**config.mk**
```make
export PLATFORM = sky130hd
export DESIGN_NAME = infix_to_postfix_converter_top
export DESIGN_NICKNAME = d
export VERILOG_FILES = /design/src/i2p_pkg.sv /design/src/i2p_ram.sv /design/src/infix_to_postfix_converter_top.sv
export SDC_FILE = /design/constraint.sdc
export NUM_CORES = 1
export LEC_CHECK = 0
export ABC_AREA = 1
export BUFFER_PORTS_ARGS = -buffer_cell sky130_fd_sc_hd__buf_2
export CORE_AREA = 8 8 311 162
export DETAILED_ROUTE_END_ITERATION = 10
export DIE_AREA = 0 0 319 170
export PLACE_DENSITY = 0.69
export SYNTH_ARGS = -nofsm -noshare
export SYNTH_HDL_FRONTEND = slang
export SYNTH_SLANG_ARGS = --single-unit
```
**constraint.sdc**
```tcl
create_clock -name clk -period 5.55 [get_ports clk]
set_input_delay 0.2775 -clock clk [delete_from_list [all_inputs] [get_ports clk]]
set_output_delay 0.2775 -clock clk [all_outputs]
set_load 0.01 [all_outputs]
```
**src/i2p_pkg.sv**
```systemverilog
`timescale 1ns / 1ps
// ----------------------------------------------------------------------------
// i2p_pkg: shared definitions for the infix-to-postfix converter
// Character codes, operator codes, size constants and the operator ranking.
// ----------------------------------------------------------------------------
package i2p_pkg;

    // Default operator stack depth.
    localparam int STACK_DEPTH_DEF = 16;

    // Maximum number of result transactions produced by one input transaction.
    localparam int MAX_RESULTS = 32;

    // Stored result entry: [7:0] value, [8] kind, [9] token-start mark.
    localparam int RES_W = 10;

    // Delimiter and prefix characters.
    localparam logic [7:0] CH_T      = 8'h74; // 't'
    localparam logic [7:0] CH_R      = 8'h72; // 'r'
    localparam logic [7:0] CH_S      = 8'h73; // 's'
    localparam logic [7:0] CH_Q      = 8'h71; // 'q'
    localparam logic [7:0] CH_PLUS   = 8'h2B; // '+'
    localparam logic [7:0] CH_MINUS  = 8'h2D; // '-'
    localparam logic [7:0] CH_TIMES  = 8'h2A; // '*'
    localparam logic [7:0] CH_OPEN   = 8'h28; // '('
    localparam logic [7:0] CH_CLOSE  = 8'h29; // ')'

    // Operator stack codes, as they also appear in the token stream.
    localparam logic [2:0] CODE_PLUS  = 3'd0;
    localparam logic [2:0] CODE_MINUS = 3'd1;
    localparam logic [2:0] CODE_TIMES = 3'd2;
    localparam logic [2:0] CODE_TR    = 3'd3;
    localparam logic [2:0] CODE_SQRT  = 3'd4;
    localparam logic [2:0] CODE_PAREN = 3'd5;

    // Binding strength on the stack: parenthesis lowest, then functions,
    // then plus and minus, then times.
    function automatic logic [1:0] op_rank(input logic [2:0] code);
        logic [1:0] r;
        case (code)
            CODE_PAREN:          r = 2'd0;
            CODE_TR, CODE_SQRT:  r = 2'd1;
            CODE_TIMES:          r = 2'd3;
            default:             r = 2'd2;
        endcase
        return r;
    endfunction

endpackage

```
**src/i2p_ram.sv**
```systemverilog
`timescale 1ns / 1ps
// ----------------------------------------------------------------------------
// i2p_ram: generic single-port-write, single-port-read RAM
// One write and one read per cycle; the read data is registered and holds
// its value when no read is requested.
// ----------------------------------------------------------------------------
module i2p_ram #(
    parameter int WIDTH = 8,
    parameter int DEPTH = 32
) (
    input  logic                     clk,
    input  logic                     we,
    input  logic [$clog2(DEPTH)-1:0] waddr,
    input  logic [WIDTH-1:0]         wdata,
    input  logic                     re,
    input  logic [$clog2(DEPTH)-1:0] raddr,
    output logic [WIDTH-1:0]         rdata
);

    logic [WIDTH-1:0] mem [DEPTH];
    logic [WIDTH-1:0] rdata_reg;

    always_ff @(posedge clk)
    begin
        if (we)
        begin
            mem[waddr] <= wdata;
        end
        if (re)
        begin
            rdata_reg <= mem[raddr];
        end
    end

    assign rdata = rdata_reg;

endmodule

```
**src/infix_to_postfix_converter_top.sv**
```systemverilog
`timescale 1ns / 1ps
// ----------------------------------------------------------------------------
// infix_to_postfix_converter_top: streaming shunting-yard converter
// A character that only fills the lookahead is taken in its accept cycle. Otherwise
// the byte is accepted, each decided byte passes S_DECIDE and S_NEXT, each stack pop
// takes its own step, a further step ends each operator, close parenthesis and the
// flush, and each result is read (S_DRD) and then loaded (S_DLOAD). One input
// transaction is processed at a time; s_axis_tready is high only in S_IDLE.
// Reset clears the sequencer, lookahead, stack count, name and error state.
// ----------------------------------------------------------------------------
module infix_to_postfix_converter_top #(
    parameter int STACK_DEPTH = i2p_pkg::STACK_DEPTH_DEF
) (
    input  logic        clk,
    input  logic        rst_n,
    // Input stream.
    input  logic        s_axis_tvalid,
    output logic        s_axis_tready,
    input  logic [7:0]  s_axis_tdata,   // [7:0] in_char
    input  logic        s_axis_tlast,   // in_last
    // Output stream.
    output logic        m_axis_tvalid,
    input  logic        m_axis_tready,
    output logic [15:0] m_axis_tdata,   // [7:0] tok_value, [8] err_flag, [15:9] zero
    output logic        m_axis_tlast,   // run_last
    output logic [1:0]  m_axis_tuser    // [0] tok_kind, [1] tok_first
);

    // Stack sizing: the count must reach STACK_DEPTH itself, the index not.
    localparam int SCNT_W = $clog2(STACK_DEPTH + 1);
    localparam int SIDX_W = $clog2(STACK_DEPTH);
    // Result buffer sizing.
    localparam int RCNT_W = $clog2(i2p_pkg::MAX_RESULTS + 1);
    localparam int RADR_W = $clog2(i2p_pkg::MAX_RESULTS);
    localparam int RES_W  = i2p_pkg::RES_W;

    // Sequencer states.
    localparam logic [2:0] S_IDLE   = 3'd0; // waiting for a transaction
    localparam logic [2:0] S_DECIDE = 3'd1; // classify the byte at the window head
    localparam logic [2:0] S_POPOP  = 3'd2; // pop operators ranked at least as high, then push
    localparam logic [2:0] S_CLOSE  = 3'd3; // close parenthesis handling
    localparam logic [2:0] S_NEXT   = 3'd4; // next byte, flush or keep lookahead
    localparam logic [2:0] S_FLUSH  = 3'd5; // empty the stack at end of expression
    localparam logic [2:0] S_DRD    = 3'd6; // read a buffered result
    localparam logic [2:0] S_DLOAD  = 3'd7; // move it into the output register

    logic [2:0]  state_reg, state_next;

    // Lookahead that survives between transactions.
    logic [7:0]  la_buf_reg [4];
    logic [7:0]  la_buf_next [4];
    logic [2:0]  la_cnt_reg, la_cnt_next;

    // Working window of the current transaction: lookahead plus new byte.
    logic [7:0]  win_reg [5];
    logic [7:0]  win_next [5];
    logic [2:0]  len_reg, len_next;
    logic [2:0]  pos_reg, pos_next;
    logic        last_reg, last_next;

    // Operator stack. Entries above the count are never read.
    logic [2:0]        op_stack_reg [STACK_DEPTH];
    logic [SCNT_W-1:0] stk_cnt_reg, stk_cnt_next;

    logic        in_name_reg, in_name_next;
    logic        err_reg, err_next;
    logic [2:0]  code_reg, code_next;

    // Result buffer bookkeeping.
    logic [RCNT_W-1:0] wr_cnt_reg, wr_cnt_next;
    logic [RCNT_W-1:0] rd_idx_reg, rd_idx_next;

    // Output register.
    logic             m_valid_reg, m_valid_next;
    logic [RES_W-1:0] m_data_reg, m_data_next;
    logic             m_last_reg, m_last_next;
    logic             m_err_reg, m_err_next;

    // Window bytes past the valid length read as zero, which never matches
    // a prefix character, so the prefix compares need no length checks.
    logic [7:0]  win_ext [10];
    logic [7:0]  b0, b1, b2, b3, b4;

    logic [SIDX_W-1:0] top_idx;
    logic [2:0]        stk_top;
    logic              stk_empty;
    logic              stk_full;

    // Shared stack and emitter controls.
    logic              push_en;
    logic [2:0]        push_code;
    logic              pop_en;
    logic              emit_en;
    logic [RES_W-1:0]  emit_data;
    logic              ram_we;
    logic              ram_re;
    logic [RES_W-1:0]  ram_rdata;

    logic              is_tr;
    logic              is_sqrt;

    always_comb
    begin
        for (int i = 0; i < 5; i++)
        begin
            if (3'(i) < len_reg)
            begin
                win_ext[i] = win_reg[i];
            end
            else
            begin
                win_ext[i] = 8'h00;
            end
        end
        for (int i = 5; i < 10; i++)
        begin
            win_ext[i] = 8'h00;
        end
    end

    assign b0 = win_ext[4'(pos_reg)];
    assign b1 = win_ext[4'(pos_reg) + 4'd1];
    assign b2 = win_ext[4'(pos_reg) + 4'd2];
    assign b3 = win_ext[4'(pos_reg) + 4'd3];
    assign b4 = win_ext[4'(pos_reg) + 4'd4];

    assign is_tr   = (b0 == i2p_pkg::CH_T) && (b1 == i2p_pkg::CH_R) &&
                     (b2 == i2p_pkg::CH_OPEN);
    assign is_sqrt = (b0 == i2p_pkg::CH_S) && (b1 == i2p_pkg::CH_Q) &&
                     (b2 == i2p_pkg::CH_R) && (b3 == i2p_pkg::CH_T) &&
                     (b4 == i2p_pkg::CH_OPEN);

    assign stk_empty = (stk_cnt_reg == '0);
    assign stk_full  = (stk_cnt_reg == SCNT_W'(STACK_DEPTH));
    assign top_idx   = stk_empty ? '0 : SIDX_W'(stk_cnt_reg - 1'b1);
    assign stk_top   = op_stack_reg[top_idx];

    // Sequencer.
    always_comb
    begin
        state_next   = state_reg;
        la_buf_next  = la_buf_reg;
        la_cnt_next  = la_cnt_reg;
        win_next     = win_reg;
        len_next     = len_reg;
        pos_next     = pos_reg;
        last_next    = last_reg;
        in_name_next = in_name_reg;
        err_next     = err_reg;
        code_next    = code_reg;
        rd_idx_next  = rd_idx_reg;
        push_en      = 1'b0;
        push_code    = i2p_pkg::CODE_PAREN;
        pop_en       = 1'b0;
        emit_en      = 1'b0;
        emit_data    = '0;
        ram_re       = 1'b0;
        m_valid_next = m_valid_reg;
        m_data_next  = m_data_reg;
        m_last_next  = m_last_reg;
        m_err_next   = m_err_reg;

        // The output register empties when its transaction is taken.
        if (m_valid_reg && m_axis_tready)
        begin
            m_valid_next = 1'b0;
        end

        unique case (state_reg)
            S_IDLE:
            begin
                if (s_axis_tvalid)
                begin
                    if (!s_axis_tlast && la_cnt_reg < 3'd4)
                    begin
                        // Not enough lookahead yet: just store the byte.
                        la_buf_next[la_cnt_reg[1:0]] = s_axis_tdata;
                        la_cnt_next = la_cnt_reg + 3'd1;
                    end
                    else
                    begin
                        for (int i = 0; i < 5; i++)
                        begin
                            if (3'(i) < la_cnt_reg)
                            begin
                                win_next[i] = la_buf_reg[i];
                            end
                            else if (3'(i) == la_cnt_reg)
                            begin
                                win_next[i] = s_axis_tdata;
                            end
                            else
                            begin
                                win_next[i] = 8'h00;
                            end
                        end
                        len_next   = la_cnt_reg + 3'd1;
                        pos_next   = 3'd0;
                        last_next  = s_axis_tlast;
                        rd_idx_next = '0;
                        state_next = S_DECIDE;
                    end
                end
            end
            S_DECIDE:
            begin
                state_next = S_NEXT;
                if (is_tr)
                begin
                    in_name_next = 1'b0;
                    push_en      = 1'b1;
                    push_code    = i2p_pkg::CODE_TR;
                    pos_next     = pos_reg + 3'd3;
                end
                else if (is_sqrt)
                begin
                    in_name_next = 1'b0;
                    push_en      = 1'b1;
                    push_code    = i2p_pkg::CODE_SQRT;
                    pos_next     = pos_reg + 3'd5;
                end
                else if (b0 == i2p_pkg::CH_PLUS || b0 == i2p_pkg::CH_MINUS ||
                         b0 == i2p_pkg::CH_TIMES)
                begin
                    in_name_next = 1'b0;
                    pos_next     = pos_reg + 3'd1;
                    state_next   = S_POPOP;
                    if (b0 == i2p_pkg::CH_PLUS)
                    begin
                        code_next = i2p_pkg::CODE_PLUS;
                    end
                    else if (b0 == i2p_pkg::CH_MINUS)
                    begin
                        code_next = i2p_pkg::CODE_MINUS;
                    end
                    else
                    begin
                        code_next = i2p_pkg::CODE_TIMES;
                    end
                end
                else if (b0 == i2p_pkg::CH_OPEN)
                begin
                    in_name_next = 1'b0;
                    push_en      = 1'b1;
                    push_code    = i2p_pkg::CODE_PAREN;
                    pos_next     = pos_reg + 3'd1;
                end
                else if (b0 == i2p_pkg::CH_CLOSE)
                begin
                    in_name_next = 1'b0;
                    pos_next     = pos_reg + 3'd1;
                    state_next   = S_CLOSE;
                end
                else
                begin
                    // Name character; only the first of a name starts a token.
                    emit_en      = 1'b1;
                    emit_data    = {~in_name_reg, 1'b0, b0};
                    in_name_next = 1'b1;
                    pos_next     = pos_reg + 3'd1;
                end
            end
            S_POPOP:
            begin
                if (!stk_empty &&
                    i2p_pkg::op_rank(code_reg) <= i2p_pkg::op_rank(stk_top))
                begin
                    pop_en = 1'b1;
                end
                else
                begin
                    push_en    = 1'b1;
                    push_code  = code_reg;
                    state_next = S_NEXT;
                end
            end
            S_CLOSE:
            begin
                if (!stk_empty && stk_top <= i2p_pkg::CODE_TIMES)
                begin
                    pop_en = 1'b1;
                end
                else if (stk_empty)
                begin
                    // Unmatched close parenthesis: flag it and drop it.
                    err_next   = 1'b1;
                    state_next = S_NEXT;
                end
                else
                begin
                    // Remove the opener; a function opener is emitted.
                    pop_en     = 1'b1;
                    state_next = S_NEXT;
                end
            end
            S_NEXT:
            begin
                if (last_reg)
                begin
                    state_next = (pos_reg < len_reg) ? S_DECIDE : S_FLUSH;
                end
                else
                begin
                    // Keep the undecided bytes as lookahead.
                    for (int i = 0; i < 4; i++)
                    begin
                        la_buf_next[i] = win_ext[4'(pos_reg) + 4'(i)];
                    end
                    la_cnt_next = len_reg - pos_reg;
                    state_next  = (wr_cnt_reg == '0) ? S_IDLE : S_DRD;
                end
            end
            S_FLUSH:
            begin
                if (!stk_empty)
                begin
                    pop_en = 1'b1;
                end
                else
                begin
                    in_name_next = 1'b0;
                    la_cnt_next  = 3'd0;
                    state_next   = (wr_cnt_reg == '0) ? S_IDLE : S_DRD;
                end
            end
            S_DRD:
            begin
                ram_re     = 1'b1;
                state_next = S_DLOAD;
            end
            S_DLOAD:
            begin
                if (!m_valid_reg || m_axis_tready)
                begin
                    m_valid_next = 1'b1;
                    m_data_next  = ram_rdata;
                    m_last_next  = (rd_idx_reg == wr_cnt_reg - 1'b1);
                    m_err_next   = err_reg;
                    rd_idx_next  = rd_idx_reg + 1'b1;
                    state_next   = (rd_idx_reg == wr_cnt_reg - 1'b1) ? S_IDLE : S_DRD;
                end
            end
            default:
            begin
                state_next = S_IDLE;
            end
        endcase

        // A pop emits the removed code. A plain parenthesis opener is only
        // emitted when the flush finds it still open.
        if (pop_en && (stk_top != i2p_pkg::CODE_PAREN || state_reg == S_FLUSH))
        begin
            emit_en   = 1'b1;
            emit_data = {1'b1, 1'b1, 5'd0, stk_top};
        end
        if (push_en && stk_full)
        begin
            err_next = 1'b1;
        end
    end

    // Stack count and the write of a result into the buffer.
    always_comb
    begin
        stk_cnt_next = stk_cnt_reg;
        if (pop_en)
        begin
            stk_cnt_next = stk_cnt_reg - 1'b1;
        end
        else if (push_en && !stk_full)
        begin
            stk_cnt_next = stk_cnt_reg + 1'b1;
        end

        // A new transaction restarts the buffer; overflowing results are dropped.
        ram_we      = emit_en && (wr_cnt_reg < RCNT_W'(i2p_pkg::MAX_RESULTS));
        wr_cnt_next = wr_cnt_reg;
        if (state_reg == S_IDLE && state_next == S_DECIDE)
        begin
            wr_cnt_next = '0;
        end
        else if (ram_we)
        begin
            wr_cnt_next = wr_cnt_reg + 1'b1;
        end
    end

    always_ff @(posedge clk)
    begin
        if (push_en && !stk_full)
        begin
            op_stack_reg[SIDX_W'(stk_cnt_reg)] <= push_code;
        end
    end

    always_ff @(posedge clk or negedge rst_n)
    begin
        if (!rst_n)
        begin
            state_reg   <= S_IDLE;
            for (int i = 0; i < 4; i++)
            begin
                la_buf_reg[i] <= 8'h00;
            end
            la_cnt_reg  <= 3'd0;
            len_reg     <= 3'd0;
            pos_reg     <= 3'd0;
            last_reg    <= 1'b0;
            stk_cnt_reg <= '0;
            in_name_reg <= 1'b0;
            err_reg     <= 1'b0;
            wr_cnt_reg  <= '0;
            rd_idx_reg  <= '0;
            m_valid_reg <= 1'b0;
        end
        else
        begin
            state_reg   <= state_next;
            la_buf_reg  <= la_buf_next;
            la_cnt_reg  <= la_cnt_next;
            len_reg     <= len_next;
            pos_reg     <= pos_next;
            last_reg    <= last_next;
            stk_cnt_reg <= stk_cnt_next;
            in_name_reg <= in_name_next;
            err_reg     <= err_next;
            wr_cnt_reg  <= wr_cnt_next;
            rd_idx_reg  <= rd_idx_next;
            m_valid_reg <= m_valid_next;
        end
    end

    // Payload registers.
    always_ff @(posedge clk)
    begin
        win_reg    <= win_next;
        code_reg   <= code_next;
        m_data_reg <= m_data_next;
        m_last_reg <= m_last_next;
        m_err_reg  <= m_err_next;
    end

    // Results of one input transaction are held here until the transaction
    // is fully processed, so every result carries the final error state.
    i2p_ram #(
        .WIDTH (RES_W),
        .DEPTH (i2p_pkg::MAX_RESULTS)
    ) u_res_ram (
        .clk   (clk),
        .we    (ram_we),
        .waddr (wr_cnt_reg[RADR_W-1:0]),
        .wdata (emit_data),
        .re    (ram_re),
        .raddr (rd_idx_reg[RADR_W-1:0]),
        .rdata (ram_rdata)
    );

    assign s_axis_tready = (state_reg == S_IDLE);
    assign m_axis_tvalid = m_valid_reg;
    assign m_axis_tdata  = {7'd0, m_err_reg, m_data_reg[7:0]};
    assign m_axis_tlast  = m_last_reg;
    assign m_axis_tuser  = {m_data_reg[9], m_data_reg[8]};

endmodule

```
==> results.toml, run 1 <==
[run_status]
status = "finished clean"

[cells_and_area]
nets = 2346
fin_cells = 2953
area_delta_synth_final_pct = 10.6
antenna_cells = 0
utilization_pct = 55.7
fin_area_mm2 = 0.0257
drive_gt1_share_pct = 9.34
largest_reg_flops = 320

[yosys]
syn_area_mm2 = 0.0232
yosys_warnings = 0
synth-seq-cells = 497
synth_top_area_share_pct = 55.9
synthDistinctLibCells = 48
synth_edf_count = 432
yosys.area.top_type = "edfxtp_1"
seq_area_frac_synth_pct = 62.9
synthTopCellsByArea = "edfxtp_1, dfrtp_1, nand2_1"
async_reset_ff_share_pct = 13.1
syn_avg_cell_area_um2 = 10.2
synthTopCellsByCount = "edfxtp_1, nand2_1, nor2_1, o21ai_0, nand3_1"
netlist_instances = 2275
synth_ff_type = "edfxtp_1"
yosysMostFrequentCell = "edfxtp_1"

[timing]
min_period_ns = 5.23
worst_slew_pin_slew_ns = 1.28
timing.final.ws_setup_ns = 0.316
tns_ns = 0
final-max-slew-violation-count = 0
finalHoldViolations = 0
finalCritPeriodShare_pct = 94.3
rsz0062_at_grt = "false"
max-slew-margin-rel_pct = 14.2
fmax_ghz = 0.191
finClkSkew_ns = 0.0170
setup_viol = 0

[job]
cap_violations = 0

[global_route]
grt_max_degree = 88
grt_overflow = 0
grt_pass1_wl_um = 110000
antenna_found_initial = 4
grt_pass1_vias = 16700
grt_util_all_layers_pct = 26.6

[detailed_routing]
num_vias = 18500
drc_errors = 0
drtIter0Drc = 3172
finalWirelength_um = 74600
ant_nets = 0
via_per_inst = 6.28
dr.pass1.iters = 6
routedWlPerCell_um = 25.3

[die]
coreArea_mm2 = 0.0461
row_count = 56
dieWidth_um = 319
io_pins = 34
die_area_mm2 = 0.0542
die_h_um = 170
initial_utilization_pct = 50.4

[placed_design]
place.gp.congestion = 1.05
pre_cts_ws_ns = 0.162
dp_cells = 2859
placed_area_mm2 = 0.0241
port_buffers = 26
hpwl_um = 51100

[clock_tree]
numCtsBuffers = 45
clock_latency_ns = 0.58
cts_buffer_depth = 3
clkTransAtPathRegs_ns = 0.07
cts_root_buffer = "clkbuf_16"
cts_max_level = 2
numClockSinks = 497
cts_tree = "built"

[pwr]
leakagePower_uw = 0.00960
power_density_mw_per_mm2 = 632
ir_worst_vdd_v = 0.000365

[worst_setup_path]
critPathMaxFanout = 31
start_kind = "flip-flop"
endpoint_kind = "flip-flop"
crit_required_ns = 5.82
timing_worst_setup_path_type = "flip-flop to flip-flop"
arrival_ns = 5.51

[min_path]
hold_class = "input pin to async pin"
[per-layer routing]
layer  wire [um]  vias to the layer above  track usage (%)
met1       33100                     8945             42.5
met5          37                        -                0
met2       26400                     1374             31.3
met3       14000                      105             13.5
met4        1030                        6             4.22
li1            -                     8116                -
[worst max-delay path, cell delays in order, from the launching register on]
cell and delay [ns]:
dfrtp_1 0.45, clkinvlp_4 0.14, ha_1 0.25, nand3_4 0.16, nand2_2 0.17, clkinvlp_4 0.21, buf_4 0.19, nand2_1 0.06
nand2_1 0.05, o211ai_1 0.17, nand3_1 0.14, and2_1 0.18, inv_1 0.08, o21ai_0 0.11, o21a_1 0.13, ha_1 0.31
inv_1 0.06, nor2_1 0.04, o21ai_0 0.23, nand3_1 0.18, nand2_2 0.18, inv_1 0.12, nor2_2 0.20, o21bai_4 0.24
nand2_8 0.23, buf_4 0.24, nor3_1 0.13, buf_4 0.24
[path summary, 6_finish.rpt]
kind                                    startpoint                    to  slack [ns]  depth (start not counted)
worst max-delay path                stk_cnt_reg[0]  u_res_ram.mem[14][8]        0.32                         27
worst min-delay path                         rst_n         la_buf_reg[5]        0.10                          2
worst max register to register      stk_cnt_reg[0]  u_res_ram.mem[14][8]        0.32                         27
worst min register to register  u_res_ram.rdata[8]         m_data_reg[8]        0.42                          0
max in group asynchronous                    rst_n         rd_idx_reg[0]        4.33                          3
min in group clk                   s_axis_tdata[5]           win_reg[21]        0.11                          3
[metrics by stage]
| step | power (uW) | hold WS (ns) |
|---|---|---|
| after floorplan | 9880 | -0.0181 |
| after global placement | 12600 | 0.149 |
| after detailed placement | 12700 | 0.154 |
| after CTS | 15700 | 0.0924 |
| after global routing | 16900 | 0.110 |
| final | 16200 | 0.102 |
[layout make-up]
cell class / instances / area [um^2]
multi-input cells: 1482 / 7450
well taps: 609 / 762
clock inverters: 21 / 178
flip-flops and latches: 497 / 14600
repair inverters: 1 / 7.51
inverters: 171 / 652
repair buffers: 110 / 782
clock buffers: 62 / 1240
fillers: 3963 / 20400
[power by group]
group	switching [uW]	total (uW)	internal, uW
clock	1420	3090	1680
combinational	5770	7670	1900
sequential	395	5470	5070
total	7580	16200	8650
[placed cells by master (no fill, tap or decap), types with 28 or more instances in the layout]
cell type | netlist | routed
o22ai_1 | 66 | 64
o211ai_1 | 28 | 28
o221ai_1 | 36 | 36
clkbuf_16 | 0 | 47
nor3_1 | 54 | 50
nand3_1 | 206 | 206
buf_4 | 13 | 79
inv_1 | 159 | 157
o21ai_0 | 268 | 266
nand2_1 | 367 | 365
nor2_1 | 277 | 271
a21oi_1 | 46 | 46
edfxtp_1 | 432 | 432
dfrtp_1 | 65 | 63
nand4_1 | 38 | 38
[kinds of logic (layout without fill, tap and decap cells)]
group | Yosys count | in the layout | synth area share [%]
simple gates | 966 | 966 | 18.0
flops | 497 | 497 | 62.9
compound gates | 466 | 466 | 11.5
buf+inv | 302 | 365 | 5.45
fa+ha+maj | 25 | 25 | 1.41
xor+xnor | 18 | 18 | 0.679
other cells | 1 | 7 | 0.0162
[repair_timing]
action / in CTS / in global routing
endpoints found under the hold margin: 16 / 0
resized for setup: 0 / 12
setup buffers: 0 / 7
hold buffers: 3 / 0
setup endpoints to repair: 0 / 438
Note: power is estimated with default switching activity, not from simulation.
==> run 2: changes to the inputs <==
PLACE_DENSITY = 0.66   (was 0.69)
clock period = 5.29 ns   (was 5.55 ns; I/O delays follow)
==> run 2 against run 1 <==
Compared with the run above: die area unchanged; sequential cell count unchanged; sequential power rose by 4.4%; core utilization rose by 0.098 points; first-iteration DRC count increased by 6.1%; critical path depth decreased by 2; via count shrank 1.5%; global-route usage is 0.31 points higher; count of clock-buffer cells in the layout up 5; cell area is 0.18% higher.
==> results.toml, run 2 (synthesized netlist as in run 1, its figures left out) <==
[run_status]
status = "finished clean"

[pwr]
leakagePower_uw = 0.00961
ir_worst_vdd_v = 0.000336
power_uw = 17300
power_density_mw_per_mm2 = 673

[global_route]
top_usage_layer = "met1"
grt_util_all_layers_pct = 27.0
grt_use_met3_pct = 12.7
grt_pass1_wl_um = 110000
antenna_found_initial = 0
grt_max_degree = 96
grt_overflow = 0
grt_pass1_vias = 16500
met1_usage_pct = 44.6
met2_usage_pct = 30.9

[placed_design]
hpwl_um = 52600
port_buffers = 26
pre_cts_ws_ns = 0.113
place.gp.congestion = 1.02

[cells_and_area]
antenna_cells = 0
nFillCells = 4005
utilization_pct = 55.8
area_delta_synth_final_pct = 10.8
final_cell_mix = "edfxtp_1, nand2_1, nor2_1"
drive_gt1_share_pct = 9.10
largest_reg_flops = 320
layout_commonest_cell = "edfxtp_1"
nets = 2342

[detailed_routing]
via_per_inst = 6.20
finalWirelength_um = 75300
drtIter0Drc = 3366
drc_errors = 0
num_vias = 18300
routedWlPerCell_um = 25.5
dr.pass1.iters = 6
ant_nets = 0

[timing]
timing.final.ws_setup_ns = 0.218
final-max-slew-violation-count = 0
finalCritPeriodShare_pct = 95.9
fmax_ghz = 0.197
max-slew-margin-rel_pct = 18.9
rsz0062_at_grt = "true"
worst_slew_pin_slew_ns = 1.21
whs_ns = 0.0656
finalHoldViolations = 0
min_period_ns = 5.07
setup_viol = 0
finClkSkew_ns = 0.0272

[worst_setup_path]
start_kind = "flip-flop"
slowest_delay_ns = 0.43
arrival_ns = 5.35
rrSetupSlack_ns = 0.22
critPathMaxFanout = 18
reg2reg_from = "stk_cnt_reg[1]"
timing_worst_setup_path_type = "flip-flop to flip-flop"
crit_required_ns = 5.57
r2r_cells = 25
timing.rr.end = "u_res_ram.mem[22][4]"
endpoint_kind = "flip-flop"
cpMaxStageDelayCell = "dfrtp_1"

[die]
coreArea_mm2 = 0.0461
row_count = 56
die_area_mm2 = 0.0542
initial_utilization_pct = 50.4
io_pins = 34
die_h_um = 170
dieWidth_um = 319

[clock_tree]
numCtsBuffers = 45
clock_latency_ns = 0.58
clkTransAtPathRegs_ns = 0.08
numClockSinks = 497
cts_tree = "built"
cts_buffer_depth = 3
cts_max_level = 2
cts_root_buffer = "clkbuf_16"

[job]
cap_violations = 0

[min_path]
hold_class = "input pin to async pin"
[run 2: changes by cell type in the layout (fill, tap and decap cells not counted), moves of 2 or more]
cell	previous run	this run
buf_4	79	73
clkinv_2	10	4
buf_12	0	2
clkbuf_8	1	6
clkinvlp_4	3	1
[run 2: worst max path at each step]
| stage | startpoint | end | slack, ns | cells after the start |
|---|---|---|---|---|
| final | stk_cnt_reg[1] | u_res_ram.mem[22][4] | 0.22 | 25 |
| after detailed placement | stk_cnt_reg[1] | u_res_ram.mem[13][2] | 0.11 | 25 |
| after global routing | stk_cnt_reg[1] | u_res_ram.mem[10][1] | -0.03 | 25 |
| after global placement | stk_cnt_reg[1] | u_res_ram.mem[17][2] | 0.37 | 25 |
| after floorplan | stk_cnt_reg[0] | u_res_ram.mem[10][0] | -0.05 | 26 |
| after CTS | stk_cnt_reg[1] | u_res_ram.mem[19][2] | 0.08 | 25 |
[run 2: metrics by stage]
stage | cell area [um^2] | instances | TNS (ns)
after global placement | 24100 | 2858 | 0
after global routing | 25700 | 2949 | -0.961
after floorplan | 23200 | 2281 | -14.64
final | 25700 | 2949 | 0
after detailed placement | 24100 | 2858 | 0
after CTS | 25600 | 2944 | 0
[run 2: what timing repair did]
item / 4_1_cts / 5_1_grt
hold endpoints to repair: 10 / 0
endpoints found under the setup margin: 0 / 448
gates resized for setup: 0 / 19
buffers inserted: 0 / 4
hold buffers: 3 / 0
[run 2: final cells by class]
| class | count | area [um^2] | area share [%] |
|---|---|---|---|
| Clock buffer | 67 | 1290 | 5.01 |
| Clock inverter | 16 | 178 | 0.691 |
| Timing Repair Buffer | 106 | 771 | 3.00 |
| Inverter | 171 | 648 | 2.52 |
| Sequential cell | 497 | 14600 | 56.8 |
| Tap cell | 609 | 762 | 2.96 |
| Multi-Input combinational cell | 1483 | 7470 | 29.1 |
[run 2: report_power, final]
part           internal, uW  switching (uW)  total, uW
combinational          1990            6290       8290
clock                  1850            1480       3320
sequential             5320             387       5710
[run 2: layer usage]
| metal | part of all wire, % | wire (um) |
|---|---|---|
| met1 | 46 | 34400 |
| met3 | 19 | 14100 |
| met5 | 0 | 0 |
| met2 | 35 | 26000 |
| met4 | 1.0 | 784 |
[run 2: worst max-delay path, delay by kind of cell (launching register included)]
| kind | cells | cell delay [ns] |
|---|---|---|
| and+or+nand+nor | 11 | 1.79 |
| AOI/OAI and AO/OA | 6 | 0.99 |
| buffers and inverters | 6 | 0.99 |
| adders and majority gates | 2 | 0.58 |
| DFF | 1 | 0.43 |
